### config.mk
export PLATFORM = sky130hd
export DESIGN_NAME = button_click_hold_detector
export DESIGN_NICKNAME = d
export VERILOG_FILES = /design/src/rtl/core/bchd_pkg.sv /design/src/rtl/core/button_click_hold_detector.sv
export SDC_FILE = /design/constraint.sdc
export NUM_CORES = 1
export LEC_CHECK = 0
export BUFFER_PORTS_ARGS = -buffer_cell sky130_fd_sc_hd__buf_2
export CORE_MARGIN = 4
export CORE_UTILIZATION = 25
export CTS_BUF_LIST = sky130_fd_sc_hd__clkbuf_2
export DETAILED_ROUTE_END_ITERATION = 12
export GPL_ROUTABILITY_DRIVEN = 0
export GPL_TIMING_DRIVEN = 0
export MAX_ROUTING_LAYER = met4
export PLACE_DENSITY = 0.41
export RECOVER_POWER = 50
export SETUP_SLACK_MARGIN = 0.5
export SLEW_MARGIN = 0
export SYNTH_ARGS = -nofsm -noshare
export SYNTH_HDL_FRONTEND = slang
export SYNTH_SLANG_ARGS = --single-unit
### constraint.sdc
create_clock -name clk -period 5.1 [get_ports clk]
set_input_delay 0.765 -clock clk [delete_from_list [all_inputs] [get_ports clk]]
set_output_delay 0.765 -clock clk [all_outputs]
set_load 0.03 [all_outputs]
### src/rtl/core/bchd_pkg.sv
`timescale 1ns / 1ps
// ----------------------------------------------------------------------------
// bchd_pkg
// Types and constants shared by the button click and hold detector.
// ----------------------------------------------------------------------------
package bchd_pkg;

    typedef enum logic [2:0] {
        MODE_IDLE       = 3'd0,
        MODE_ACTIVE     = 3'd1,
        MODE_CLICKED    = 3'd2,
        MODE_DOUBLE     = 3'd3,
        MODE_RELEASED   = 3'd4,
        MODE_FIRST_HELD = 3'd5,
        MODE_HELD       = 3'd6
    } mode_t;

    localparam int CFG_INDEX_W = 3;
    localparam int CFG_DATA_W  = 16;

    localparam logic [CFG_INDEX_W-1:0] REG_DEBOUNCE_MS     = 3'd0;
    localparam logic [CFG_INDEX_W-1:0] REG_HOLD_MS         = 3'd1;
    localparam logic [CFG_INDEX_W-1:0] REG_DOUBLE_CLICK_MS = 3'd2;
    localparam logic [CFG_INDEX_W-1:0] REG_ACTIVE_LEVEL    = 3'd3;
    localparam logic [CFG_INDEX_W-1:0] REG_DOUBLE_ENABLE   = 3'd4;

    localparam logic [15:0] DEBOUNCE_MS_RESET     = 16'd10;
    localparam logic [15:0] HOLD_MS_RESET         = 16'd2000;
    localparam logic [15:0] DOUBLE_CLICK_MS_RESET = 16'd300;

    localparam logic [3:0] PRESS_LIMIT = 4'd10;

    typedef struct packed {
        logic        pin_level;
        logic [31:0] now_ms;
        logic        claim_valid;
        logic [3:0]  claim_count;
    } poll_t;

    typedef struct packed {
        logic       clicked;
        logic       dbl_click;
        logic       hold_begin;
        logic       released;
        logic [3:0] press_total;
        logic       claim_hit;
    } report_t;

endpackage

### src/rtl/core/button_click_hold_detector.sv
`timescale 1ns / 1ps
// ----------------------------------------------------------------------------
// button_click_hold_detector
// Debounced push-button poller reporting click, double click, hold, release.
// ----------------------------------------------------------------------------
// Usage:
//   Each poll word carries the raw pin level, a free-running millisecond
//   time and an optional press-count claim; one report word is returned per
//   poll, in order. Both channels use valid/ready.
//   Each poll is held in the input register, then passes once through the
//   mode logic into the report register.
//   Throughput: one poll per cycle, limited only by report_ready.
//   When the receiver stalls, the report register holds and the input
//   register fills; poll_ready drops only when both are occupied.
//   Reset clears the mode to idle, the settled flag to set, both time stamps
//   and the press counter to zero, and the registers to their defaults:
//   debounce 10 ms, hold 2000 ms, double click 300 ms, active high, double
//   click reporting on. Write registers through cfg_we/cfg_index/cfg_data
//   only while no poll is in flight.
// ----------------------------------------------------------------------------
module button_click_hold_detector
    import bchd_pkg::*;
(
    input  logic                   clk,
    input  logic                   rst_n,
    input  logic                   poll_valid,
    output logic                   poll_ready,
    input  poll_t                  poll,
    output logic                   report_valid,
    input  logic                   report_ready,
    output report_t                report,
    input  logic                   cfg_we,
    input  logic [CFG_INDEX_W-1:0] cfg_index,
    input  logic [CFG_DATA_W-1:0]  cfg_data
);

    logic [15:0] debounce_ms_reg;
    logic [15:0] hold_ms_reg;
    logic [15:0] double_click_ms_reg;
    logic        active_level_reg;
    logic        double_enable_reg;

    logic        poll_valid_reg;
    poll_t       poll_reg;
    logic        report_valid_reg;
    report_t     report_reg;
    report_t     report_next;

    mode_t       mode_reg,        mode_next;
    logic        settled_reg,     settled_next;
    logic [31:0] click_time_reg,  click_time_next;
    logic [31:0] release_time_reg, release_time_next;
    logic [3:0]  press_count_reg, press_count_next;

    logic        advance;
    logic        pressed;
    logic [31:0] since_click;
    logic [31:0] since_release;
    logic [3:0]  press_base;
    logic        hit;

    assign advance    = !report_valid_reg || report_ready;
    assign poll_ready = !poll_valid_reg || advance;

    assign report_valid = report_valid_reg;
    assign report       = report_reg;

    always_ff @(posedge clk or negedge rst_n)
    begin
        if (!rst_n)
        begin
            debounce_ms_reg     <= DEBOUNCE_MS_RESET;
            hold_ms_reg         <= HOLD_MS_RESET;
            double_click_ms_reg <= DOUBLE_CLICK_MS_RESET;
            active_level_reg    <= 1'b1;
            double_enable_reg   <= 1'b1;
        end
        else if (cfg_we)
        begin
            unique case (cfg_index)
                REG_DEBOUNCE_MS:     debounce_ms_reg     <= cfg_data;
                REG_HOLD_MS:         hold_ms_reg         <= cfg_data;
                REG_DOUBLE_CLICK_MS: double_click_ms_reg <= cfg_data;
                REG_ACTIVE_LEVEL:    active_level_reg    <= cfg_data[0];
                REG_DOUBLE_ENABLE:   double_enable_reg   <= cfg_data[0];
                default:             ;
            endcase
        end
    end

    // Next state
    assign pressed       = (poll_reg.pin_level == active_level_reg);
    assign since_click   = poll_reg.now_ms - click_time_reg;
    assign since_release = poll_reg.now_ms - release_time_reg;
    assign press_base    = (press_count_reg > PRESS_LIMIT) ? 4'd0 : press_count_reg;

    always_comb
    begin
        mode_next         = mode_reg;
        settled_next      = settled_reg;
        click_time_next   = click_time_reg;
        release_time_next = release_time_reg;
        press_count_next  = press_base;
        unique case (mode_reg)
            MODE_IDLE:
            begin
                if (settled_reg)
                begin
                    if (pressed)
                    begin
                        mode_next = (since_click < {16'd0, double_click_ms_reg})
                                    ? MODE_DOUBLE : MODE_CLICKED;
                        press_count_next = press_base + 4'd1;
                        settled_next     = 1'b0;
                        click_time_next  = poll_reg.now_ms;
                    end
                end
                else if (since_release > {16'd0, debounce_ms_reg})
                begin
                    settled_next = 1'b1;
                end
            end
            MODE_ACTIVE:
            begin
                if (settled_reg)
                begin
                    if (!pressed)
                        mode_next = MODE_RELEASED;
                    else if (since_click > {16'd0, hold_ms_reg})
                        mode_next = MODE_FIRST_HELD;
                end
                else if (since_click > {16'd0, debounce_ms_reg})
                begin
                    settled_next = 1'b1;
                end
            end
            MODE_CLICKED,
            MODE_DOUBLE:
                mode_next = MODE_ACTIVE;
            MODE_RELEASED:
            begin
                mode_next         = MODE_IDLE;
                settled_next      = 1'b0;
                release_time_next = poll_reg.now_ms;
            end
            MODE_FIRST_HELD:
                mode_next = MODE_HELD;
            MODE_HELD:
            begin
                if (!pressed)
                    mode_next = MODE_RELEASED;
            end
            default:
                mode_next = MODE_IDLE;
        endcase
        hit = poll_reg.claim_valid && (press_count_next == poll_reg.claim_count);
    end

    // Report
    always_comb
    begin
        report_next.clicked     = (mode_next == MODE_CLICKED);
        report_next.dbl_click   = (mode_next == MODE_DOUBLE) && double_enable_reg;
        report_next.hold_begin  = (mode_next == MODE_FIRST_HELD);
        report_next.released    = (mode_next == MODE_RELEASED);
        report_next.press_total = press_count_next;
        report_next.claim_hit   = hit;
    end

    always_ff @(posedge clk or negedge rst_n)
    begin
        if (!rst_n)
        begin
            poll_valid_reg   <= 1'b0;
            report_valid_reg <= 1'b0;
            mode_reg         <= MODE_IDLE;
            settled_reg      <= 1'b1;
            click_time_reg   <= 32'd0;
            release_time_reg <= 32'd0;
            press_count_reg  <= 4'd0;
        end
        else
        begin
            if (poll_ready)
                poll_valid_reg <= poll_valid;
            if (advance)
                report_valid_reg <= poll_valid_reg;
            if (poll_valid_reg && advance)
            begin
                mode_reg         <= mode_next;
                settled_reg      <= settled_next;
                click_time_reg   <= click_time_next;
                release_time_reg <= release_time_next;
                press_count_reg  <= hit ? 4'd0 : press_count_next;
            end
        end
    end

    always_ff @(posedge clk)
    begin
        if (poll_valid && poll_ready)
            poll_reg <= poll;
        if (poll_valid_reg && advance)
            report_reg <= report_next;
    end

endmodule

; ---- After elaboration in Yosys (flattened, before gate mapping)
; Cells that the tools add are included.
[word_totals]
reg_bits = 171
inputBits = 62
output_inout_bits = 11
wordCells = 85
[op_classes]
add_sub_neg = 3
order_cmp = 5
eq_ne = 16
mux = 19
n_reduce_logical = 20
[ops]
columns = operator, n
row1 = $gt A32 B16 Y1, 3
row2 = $sub A32 B32 Y32, 2
row3 = $lt A32 B16 Y1, 1
row4 = $mux W4, 5
row5 = $eq A3 B2 Y1 const B, 6
row6 = $eq A3 B3 Y1 const B, 6
row7 = $mux W3, 6
row8 = $pmux W3 S5, 1
row9 = $reduce_and A2 Y1, 7
row10 = $eq A3 B1 Y1 const B, 2
row11 = $logic_not A3 Y1, 2
row12 = $mux W1, 6
row13 = $add A4 B1 Y4 const B, 1
row14 = $eq A4 B4 Y1, 1
row15 = $gt A4 B4 Y1 const B, 1
row16 = $logic_and A1 B1 Y1, 4
row17 = $reduce_and A4 Y1, 1
row18 = $pmux W1 S3, 1
row19 = $reduce_bool A3 Y1, 1
row20 = $logic_not A1 Y1, 2
row21 = $logic_or A1 B1 Y1, 2
row22 = $reduce_or A2 Y1, 1
row23 = $eq A1 B1 Y1, 1

; ---- Depth between registers and ports, before layout
; Gate-level depths: netlist (run 1).
[logic_depth]
ltp_word = 9
depth_mapped = 22

; ---- Least setup slack after synthesis (run 1)
; Ideal clock, no wire load.
[synth_path]
kind = register to register
start = register poll_reg[6] in the netlist's numbering
end = register settled_reg
setup_ps = 87
t_arrival_ps = 4536
t_required_ps = 5013
slack_ps = 477
path_stages_with_launch = 21
path_buffers = 0
period_less_slack_ps = 4623
cell_sequence = edfxtp_1 -> ha_1 -> nor2b_1 -> o31a_1 -> o21ai_0 -> nand2_1 -> a21o_1 -> a21oi_1 -> o21ai_0 -> a21o_1 -> a221oi_1 -> xnor2_1 -> ha_1 -> nand4_1 -> or3_1 -> or2_2 -> a211oi_1 -> nand4_1 -> or4_1 -> o41ai_2 -> a31oi_1
[synth_between]
elab_chain_cells = 5
elab_cells_between_ends = 9
[synth_lines]
columns = item, line_no
row1 = from (decl), button_click_hold_detector.sv:44  ; poll_t poll_reg;
row2 = from (signal assigned), button_click_hold_detector.sv:202  ; poll_reg <= poll;
row3 = "$sub A32 B32 Y32, on equally long branches", "button_click_hold_detector.sv:93, button_click_hold_detector.sv:94"
row4 = "$gt A32 B16 Y1, on equally long branches", "button_click_hold_detector.sv:132, button_click_hold_detector.sv:118"
row5 = "$mux W1, on equally long branches", "button_click_hold_detector.sv:132, button_click_hold_detector.sv:118"
row6 = "$mux W1, on equally long branches", "button_click_hold_detector.sv:125, button_click_hold_detector.sv:107"
row7 = $pmux W1 S3 (*), button_click_hold_detector.sv:104  ; unique case (mode_reg)
row8 = to (signal assigned), button_click_hold_detector.sv:191  ; settled_reg <= settled_next;
row9 = to (decl), button_click_hold_detector.sv:50  ; logic settled_reg, settled_next;
; Mark *: on every way between the ends. The rest lies on a longest branch, timed or not.
; A chain may end at the register's enable or synchronous reset.

; ---- Worst setup path in the final report (run 1)
[layout_path]
start = register poll_reg[14] in the netlist's numbering
end = register settled_reg
; The elaborated chain is that of the path after synthesis.

==> summary.txt, run 1 <==
status: complete, but fails checks
failing checks: max-capacitance violations, max-slew violations
Vias: 9618
WP data required: 5.93 ns
Crit. End Element: flip-flop
Die X: 223 um
worst-skew pair later-pin latency: 0.90 ns
Clock Skews: 0.0441 ns
Worst Hold Class: in -> reg
unrepaired setup endpoints after global routing: yes
Cell variety after synth: 69
Post-synth EDFFs: 47
first-pass GRT wire length: 53600 um
met3 Use GR: 1.89%
clock share of power: 9.2%
Mapped Nets: 1484
Initial Utilization: 25.4%
DPL Wire Length: 26100 um
max reg flops: 38
Critical Path Start Type: flip-flop
Initial DRC Count: 626
Data arrival, critical path: 5.67 ns
Hold Startpoint: cfg_data[0]
cell count after synthesis: 1294
Reg power frac: 24.3%
setup TNS: 0 ns
Global Route met1 Usage: 19.3%
die area: 49800 um^2
Max FO, Critical Path: 8
CP Cell Sequence: ha_1 > and2_1 > a221o_1 > a21o_1 > a221o_1 > buf_6 > a31oi_1 > xnor2_1 > ha_1 > nand4_1 > or3_4 > or2_4 > a211oi_4 > nand4_1 > or4_4 > o41ai_4 > a31oi_1
Die Ht: 223 um
R2R setup slack: 0.26 ns
core area: 45600 um^2
GRT Total Usage: 13.9%
Hold Fails Final Rpt: 0
final setup violating endpoints: 0
M2 GR Usage: 21.3%
drt pass-1 iters: 5
Min-Delay Endpoint: debounce_ms_reg[0]
Net Switching: 0.00388 W
vias in the first global route: 9742
Layout Nets: 1641
CP max stage cell: edfxtp_1
Clk pin slew, worst setup/hold paths: 0.28 ns
Via density: 4.66
Area Growth Syn to Fin: 18.1%
Logic pwr share: 66.5%
total power: 0.00801 W
largest net degree at the start of global routing: 68
Avg WL per Cell: 16.0 um
Syn Area/Cell: 8.95 um^2
initial antenna violation count: 1
Max Slew Vio Count: 58
DR DRC count: 0
leakage power: 6.00 nW
ys flop type: dfrtp_1
largest stage delay on the critical path: 0.53 ns
R2R depth: 17
antenna-violating nets left: 0
RR Endpoint: settled_reg
Slew HR: -137%
shortest period the worst path allows: 4.84 ns
Max-Cap Viols: 1
maximum VDD drop: 0.145 mV
root buffer cell: clkbuf_2
clock sink total: 171
synthesized flop and latch total: 171
IO Pins: 73
Clock Path Buffers: 2
slew at the pin closest to its max-slew limit: 3.56 ns
asr flop ratio synth: 72.5%
WS Path Type: reg -> reg
CTS tree: done
Sw Share: 48.5%
final period utilization: 94.9%
H-Tree Depth: 4
final WL: 33000 um
share of cells above drive strength 1: 10.7%
internal power: 0.00413 W
power per cell area: 586 nW/um^2
Min-Delay Path Depth: 2
# port buffers: 72
Num CTS Buffers: 17
Post-Syn Area: 11600 um^2
Max Freq: 207 MHz
worst r2r src: poll_reg[14]
global route hottest layer: met2
crit path launch: poll_reg[14]
yosys warns: 0
sequential share of the synthesized area: 39.1%
# rows: 78
gr ovfl total: 0
==> synthesized netlist by cell type, types with 5 or more instances <==
| cell type | instances | area, um^2 |
|---|---|---|
| and2_1 | 6 | 37.5 |
| xnor2_1 | 23 | 201 |
| nor2_1 | 48 | 180 |
| clkbuf_1 | 42 | 158 |
| o21bai_1 | 7 | 52.6 |
| a211o_1 | 5 | 43.8 |
| nand4_1 | 28 | 175 |
| nand2_1 | 162 | 608 |
| or3_1 | 6 | 37.5 |
| and3_1 | 14 | 87.6 |
| a21o_1 | 45 | 338 |
| nor3_1 | 11 | 55.1 |
| mux2i_1 | 8 | 80.1 |
| inv_1 | 130 | 488 |
| o22ai_1 | 6 | 37.5 |
| a211oi_1 | 10 | 75.1 |
| nor2b_1 | 10 | 62.6 |
| a21oi_1 | 77 | 385 |
| o211ai_1 | 11 | 82.6 |
| edfxtp_1 | 47 | 1410 |
| o21ai_0 | 158 | 791 |
| dfstp_2 | 15 | 394 |
| nand3_1 | 16 | 80.1 |
| o2111ai_1 | 5 | 43.8 |
| o21a_1 | 12 | 90.1 |
| xor2_1 | 25 | 219 |
| dfrtp_1 | 109 | 2730 |
| buf_2 | 6 | 30.0 |
| nand2b_1 | 20 | 125 |
| ha_1 | 126 | 1580 |
| mux2_2 | 10 | 113 |
| nor4_1 | 5 | 31.3 |
| a31oi_1 | 14 | 87.6 |
| a221o_1 | 5 | 50.1 |
==> metrics by stage <==
stage	setup slack [ns]	util (%)	instances	area [um^2]	hold WS, ns
2_1_floorplan	0.534	-	1294	11600	0.457
3_3_place_gp	-0.323	27.9	1966	12700	0.485
3_5_place_dp	-0.325	28.0	1969	12800	0.488
4_1_cts	0.236	30.0	2064	13700	0.0905
5_1_grt	0.00967	30.0	2065	13700	0.106
6_report	0.260	30.0	2065	13700	0.209
==> power by group through the flow <==
stage	Sequential (W)	Combinational [W]	Clock, W
after floorplan	0.00197	0.00380	0
after global placement	0.00198	0.00511	0
after detailed placement	0.00199	0.00518	0
after CTS	0.00195	0.00534	0.000793
after global routing	0.00199	0.00609	0.000834
final	0.00195	0.00532	0.000738
==> worst max-delay path by stage <==
stage	end	slack, ns	depth (start not counted)
after floorplan	settled_reg	0.53	20
after global placement	settled_reg	-0.32	20
after detailed placement	settled_reg	-0.32	20
after CTS	settled_reg	0.24	20
after global routing	settled_reg	0.01	21
final	settled_reg	0.26	17
==> per-layer routing <==
metal	vias to the layer above	share of wire [%]	routed length, um
met5	-	0	0
met4	0	1.5	494
met3	25	2.1	704
met2	101	45	14700
met1	4573	52	17000
li1	4919	-	-
==> cell usage in the layout (no fill, tap or decap), drive strengths merged, types with 10 or more instances in the layout <==
master       Yosys  routed
and3            14      14
nand4           28      28
xor2            25      25
dfrtp          109     109
a21oi           79      79
edfxtp          47      47
nand2b          20      20
a31oi           14      14
a21o            45      45
nand3           16      16
nand2          162     162
inv            130     136
nor2b           10      10
a211oi          10      10
o21a            12      12
buf              7      81
clkbuf          42      66
o21ai          162     162
xnor2           23      23
nor3            11      11
mux2            10      10
o211ai          11      11
dlygate4sd3      0      57
ha             126     126
dfstp           15      15
nor2            48      48
==> cell type report <==
type / instances / area [um^2]
fillers: 4801 / 31900
multi-input cells: 944 / 6460
flip-flops and latches: 171 / 4530
repair buffers: 138 / 1020
well taps: 600 / 751
inverters: 130 / 488
plain buffers: 49 / 199
clock inverters: 15 / 138
clock buffers: 17 / 85.1
diodes: 1 / 2.50
==> cell families (layout without fill, tap and decap cells) <==
group | Yosys count | count (layout) | synth area share, %
multiplexers | 18 | 18 | 1.66
AND/OR/NAND/NOR | 351 | 351 | 14.6
AO/OA/AOI/OAI | 399 | 399 | 21.1
adder cells (fa/ha/maj) | 128 | 128 | 14.0
buffers and inverters | 179 | 349 | 5.93
flip-flops | 171 | 171 | 39.1
other | 0 | 1 | 0
XOR/XNOR | 48 | 48 | 3.63
==> timing repair <==
item	4_1_cts	5_1_grt
hold buffers	57	0
endpoints found under the hold margin	125	0
gates resized for setup	15	3
setup buffers	6	0
pin swaps	10	1
setup endpoints to repair	1	3
==> worst max-delay path, delay by kind of cell, from the launching register on <==
kind                     cells  cell delay (ns)
AO/OA/AOI/OAI                7             1.55
XOR/XNOR                     1             0.16
adder cells (fa/ha/maj)      2             0.73
buffers and inverters        1             0.15
flip-flops                   1             0.53
AND/OR/NAND/NOR              6             1.66
(Power assumes the default switching activity.)
==> inputs of run 2 (changes only) <==
CORE_UTILIZATION = 61   (was 25)
CTS_CLUSTER_DIAMETER = 200   (was default)
PLACE_DENSITY = 0.81   (was 0.41)
==> run 2 against run 1 <==
The run still ends with max-capacitance violations, max-slew violations left; sequential cell count stayed put; non-clock buffer count is 56 lower; first-iteration DRC count is 20% higher; sequential share of layout area is 2.6 points higher; clock skew is 0.0017 ns higher; via count is 2.5% higher; total power is 0.43% lower; clock power is 13% higher; die area is 57% lower; hold slack worse by 0.048 ns; critical path type unchanged; largest power group unchanged.
==> summary.txt, run 2 (synthesized netlist as in run 1, its figures left out) <==
Layout Nets: 1585 (-3.4%)
Initial Utilization: 61.9% (+37 points)
Data arrival, critical path: 5.51 ns (-0.16 ns)
Die Ht: 146 um (-35%)
Area Growth Syn to Fin: 9.61%
Max Freq: 208 MHz (+0.74%)
max reg flops: 38 (unchanged)
root buffer cell: clkbuf_2
drt pass-1 iters: 6 (+1)
vias in the first global route: 9583 (-1.6%)
maximum VDD drop: 0.318 mV (+120%)
Worst Hold Class: in -> reg
internal power: 0.00424 W (+2.8%)
IO Pins: 73 (unchanged)
worst-skew pair later-pin latency: 0.75 ns (-0.15 ns)
Avg WL per Cell: 16.8 um (+5.3%)
commonest cells after routing, fill and taps aside: 162 x nand2_1, 157 x o21ai_0, 130 x inv_1, 126 x ha_1, 109 x dfrtp_1
Net Switching: 0.00373 W (-3.9%)
Num CTS Buffers: 17 (unchanged)
core area: 18700 um^2 (-59%)
largest net degree at the start of global routing: 66 (-2.9%)
total power: 0.00798 W (-0.43%)
WS Path Type: reg -> reg
Clk pin slew, worst setup/hold paths: 0.27 ns (about the same)
clock share of power: 10.5% (+1.3 points)
DR DRC count: 0 (unchanged)
share of cells above drive strength 1: 11.3% (+0.57 points)
setup TNS: 0 ns (unchanged)
Initial DRC Count: 751 (+20%)
slew at the pin closest to its max-slew limit: 3.53 ns (-0.0277 ns)
FILL cells: 1527 (-68%)
Vias: 9856 (+2.5%)
H-Tree Depth: 4 (unchanged)
antenna-violating nets left: 0 (unchanged)
Die X: 146 um (-35%)
leakage power: 5.81 nW (-3.1%)
commonest non-fill, non-tap cell in the layout: nand2_1
clock sink total: 171 (unchanged)
Clock Skews: 0.0458 ns (+0.00171 ns)
Crit. End Element: flip-flop
final WL: 27600 um (-16%)
WP data required: 5.81 ns (-0.12 ns)
Via density: 6.00 (+29%)
Logic pwr share: 65.0% (-1.5 points)
first-pass GRT wire length: 46000 um (-14%)
Reg power frac: 24.6% (+0.3 points)
Sw Share: 46.8% (-1.7 points)
shortest period the worst path allows: 4.80 ns (-0.0354 ns)
# rows: 50 (-36%)
status: complete, but fails checks
Max Slew Vio Count: 60 (+3.4%)
# port buffers: 72 (unchanged)
Critical Path Start Type: flip-flop
Hold Fails Final Rpt: 0 (unchanged)
Slew HR: -136% (+1.8 points)
final period utilization: 94.2% (-0.69 points)
unrepaired setup endpoints after global routing: yes
die area: 21300 um^2 (-57%)
Max-Cap Viols: 1 (unchanged)
final setup violating endpoints: 0 (unchanged)
initial antenna violation count: 1 (unchanged)
DPL Wire Length: 21400 um (-18%)
CTS tree: done
Max FO, Critical Path: 3 (-5)
GRT Total Usage: 26.9% (+13 points)
Clock Path Buffers: 2 (unchanged)
failing checks: max-capacitance violations, max-slew violations
power per cell area: 628 nW/um^2 (+7.3%)
gr ovfl total: 0 (unchanged)
## run 2: path summary, 6_finish.rpt
path | depth (start not counted) | startpoint | end | slack (ns)
max | 20 | poll_reg[6] | settled_reg | 0.30
max reg2reg | 20 | poll_reg[6] | settled_reg | 0.30
min reg2reg | 2 | hold_ms_reg[4] | hold_ms_reg[4] | 0.53
min | 1 | poll[5] | poll_reg[5] | 0.16
max in group asynchronous | 2 | rst_n | click_time_reg[10] | 1.37
min in group asynchronous | 2 | rst_n | press_count_reg[1] | 1.71
## run 2: critical path: stages, from the launching register on
cell and delay [ns]:
edfxtp_1 0.48, ha_1 0.31, nor2b_1 0.14, o31a_1 0.27, o21ai_1 0.12, nand2_1 0.09, a21o_1 0.19, a21oi_2 0.14
o21ai_0 0.09, a21o_1 0.19, a221oi_2 0.32, xnor2_2 0.15, ha_1 0.32, nand4_1 0.12, or3_1 0.34, or2_4 0.27
a211oi_2 0.22, nand4_1 0.14, or4_4 0.51, o41ai_4 0.29, a31oi_1 0.09
## run 2: power groups by stage
| stage | logic (W) | registers, W | clock network (W) |
|---|---|---|---|
| 2_1_floorplan | 0.00380 | 0.00197 | 0 |
| 3_3_place_gp | 0.00478 | 0.00198 | 0 |
| 3_5_place_dp | 0.00499 | 0.00199 | 0 |
| 4_1_cts | 0.00509 | 0.00196 | 0.000849 |
| 5_1_grt | 0.00582 | 0.00200 | 0.000910 |
| 6_report | 0.00518 | 0.00196 | 0.000836 |
## run 2: area by class of cell
cell class                      count  area, um^2  share of cell area (%)
Multi-Input combinational cell    944        6420                    50.6
Timing Repair Buffer               82         470                    3.71
Buffer                             49         199                    1.57
Antenna cell                        1        2.50                  0.0197
Clock buffer                       19        95.1                   0.749
Tap cell                          234         293                    2.31
Inverter                          130         488                    3.84
Sequential cell                   171        4530                    35.7
Clock inverter                     13         193                    1.52
## run 2: per-stage QoR
step	setup WS, ns	cell area [um^2]	utilization (%)	std cells	hold WS (ns)
finish	0.296	12700	67.9	1643	0.160
detailed placement	-0.204	12300	65.8	1603	0.490
global route	0.0565	12700	67.9	1643	0.0772
CTS	0.321	12700	67.9	1642	0.108
floorplan	0.534	11600	-	1294	0.457
global placement	-0.137	12200	65.5	1600	0.474
## run 2: what timing repair did
action / in CTS / in global routing
endpoints found under the setup margin: 1 / 1
hold buffers: 1 / 0
hold endpoints to repair: 46 / 0
resized for setup: 8 / 2
pin swaps: 9 / 1
setup buffers: 6 / 0
## run 2: metal layers
metal,wire (um),vias up,global-route usage [%]
met1,12900,4712,37.1
li1,-,4812,-
met3,1450,46,3.71
met5,0,-,-
met2,12600,286,42.1
met4,620,0,7.55
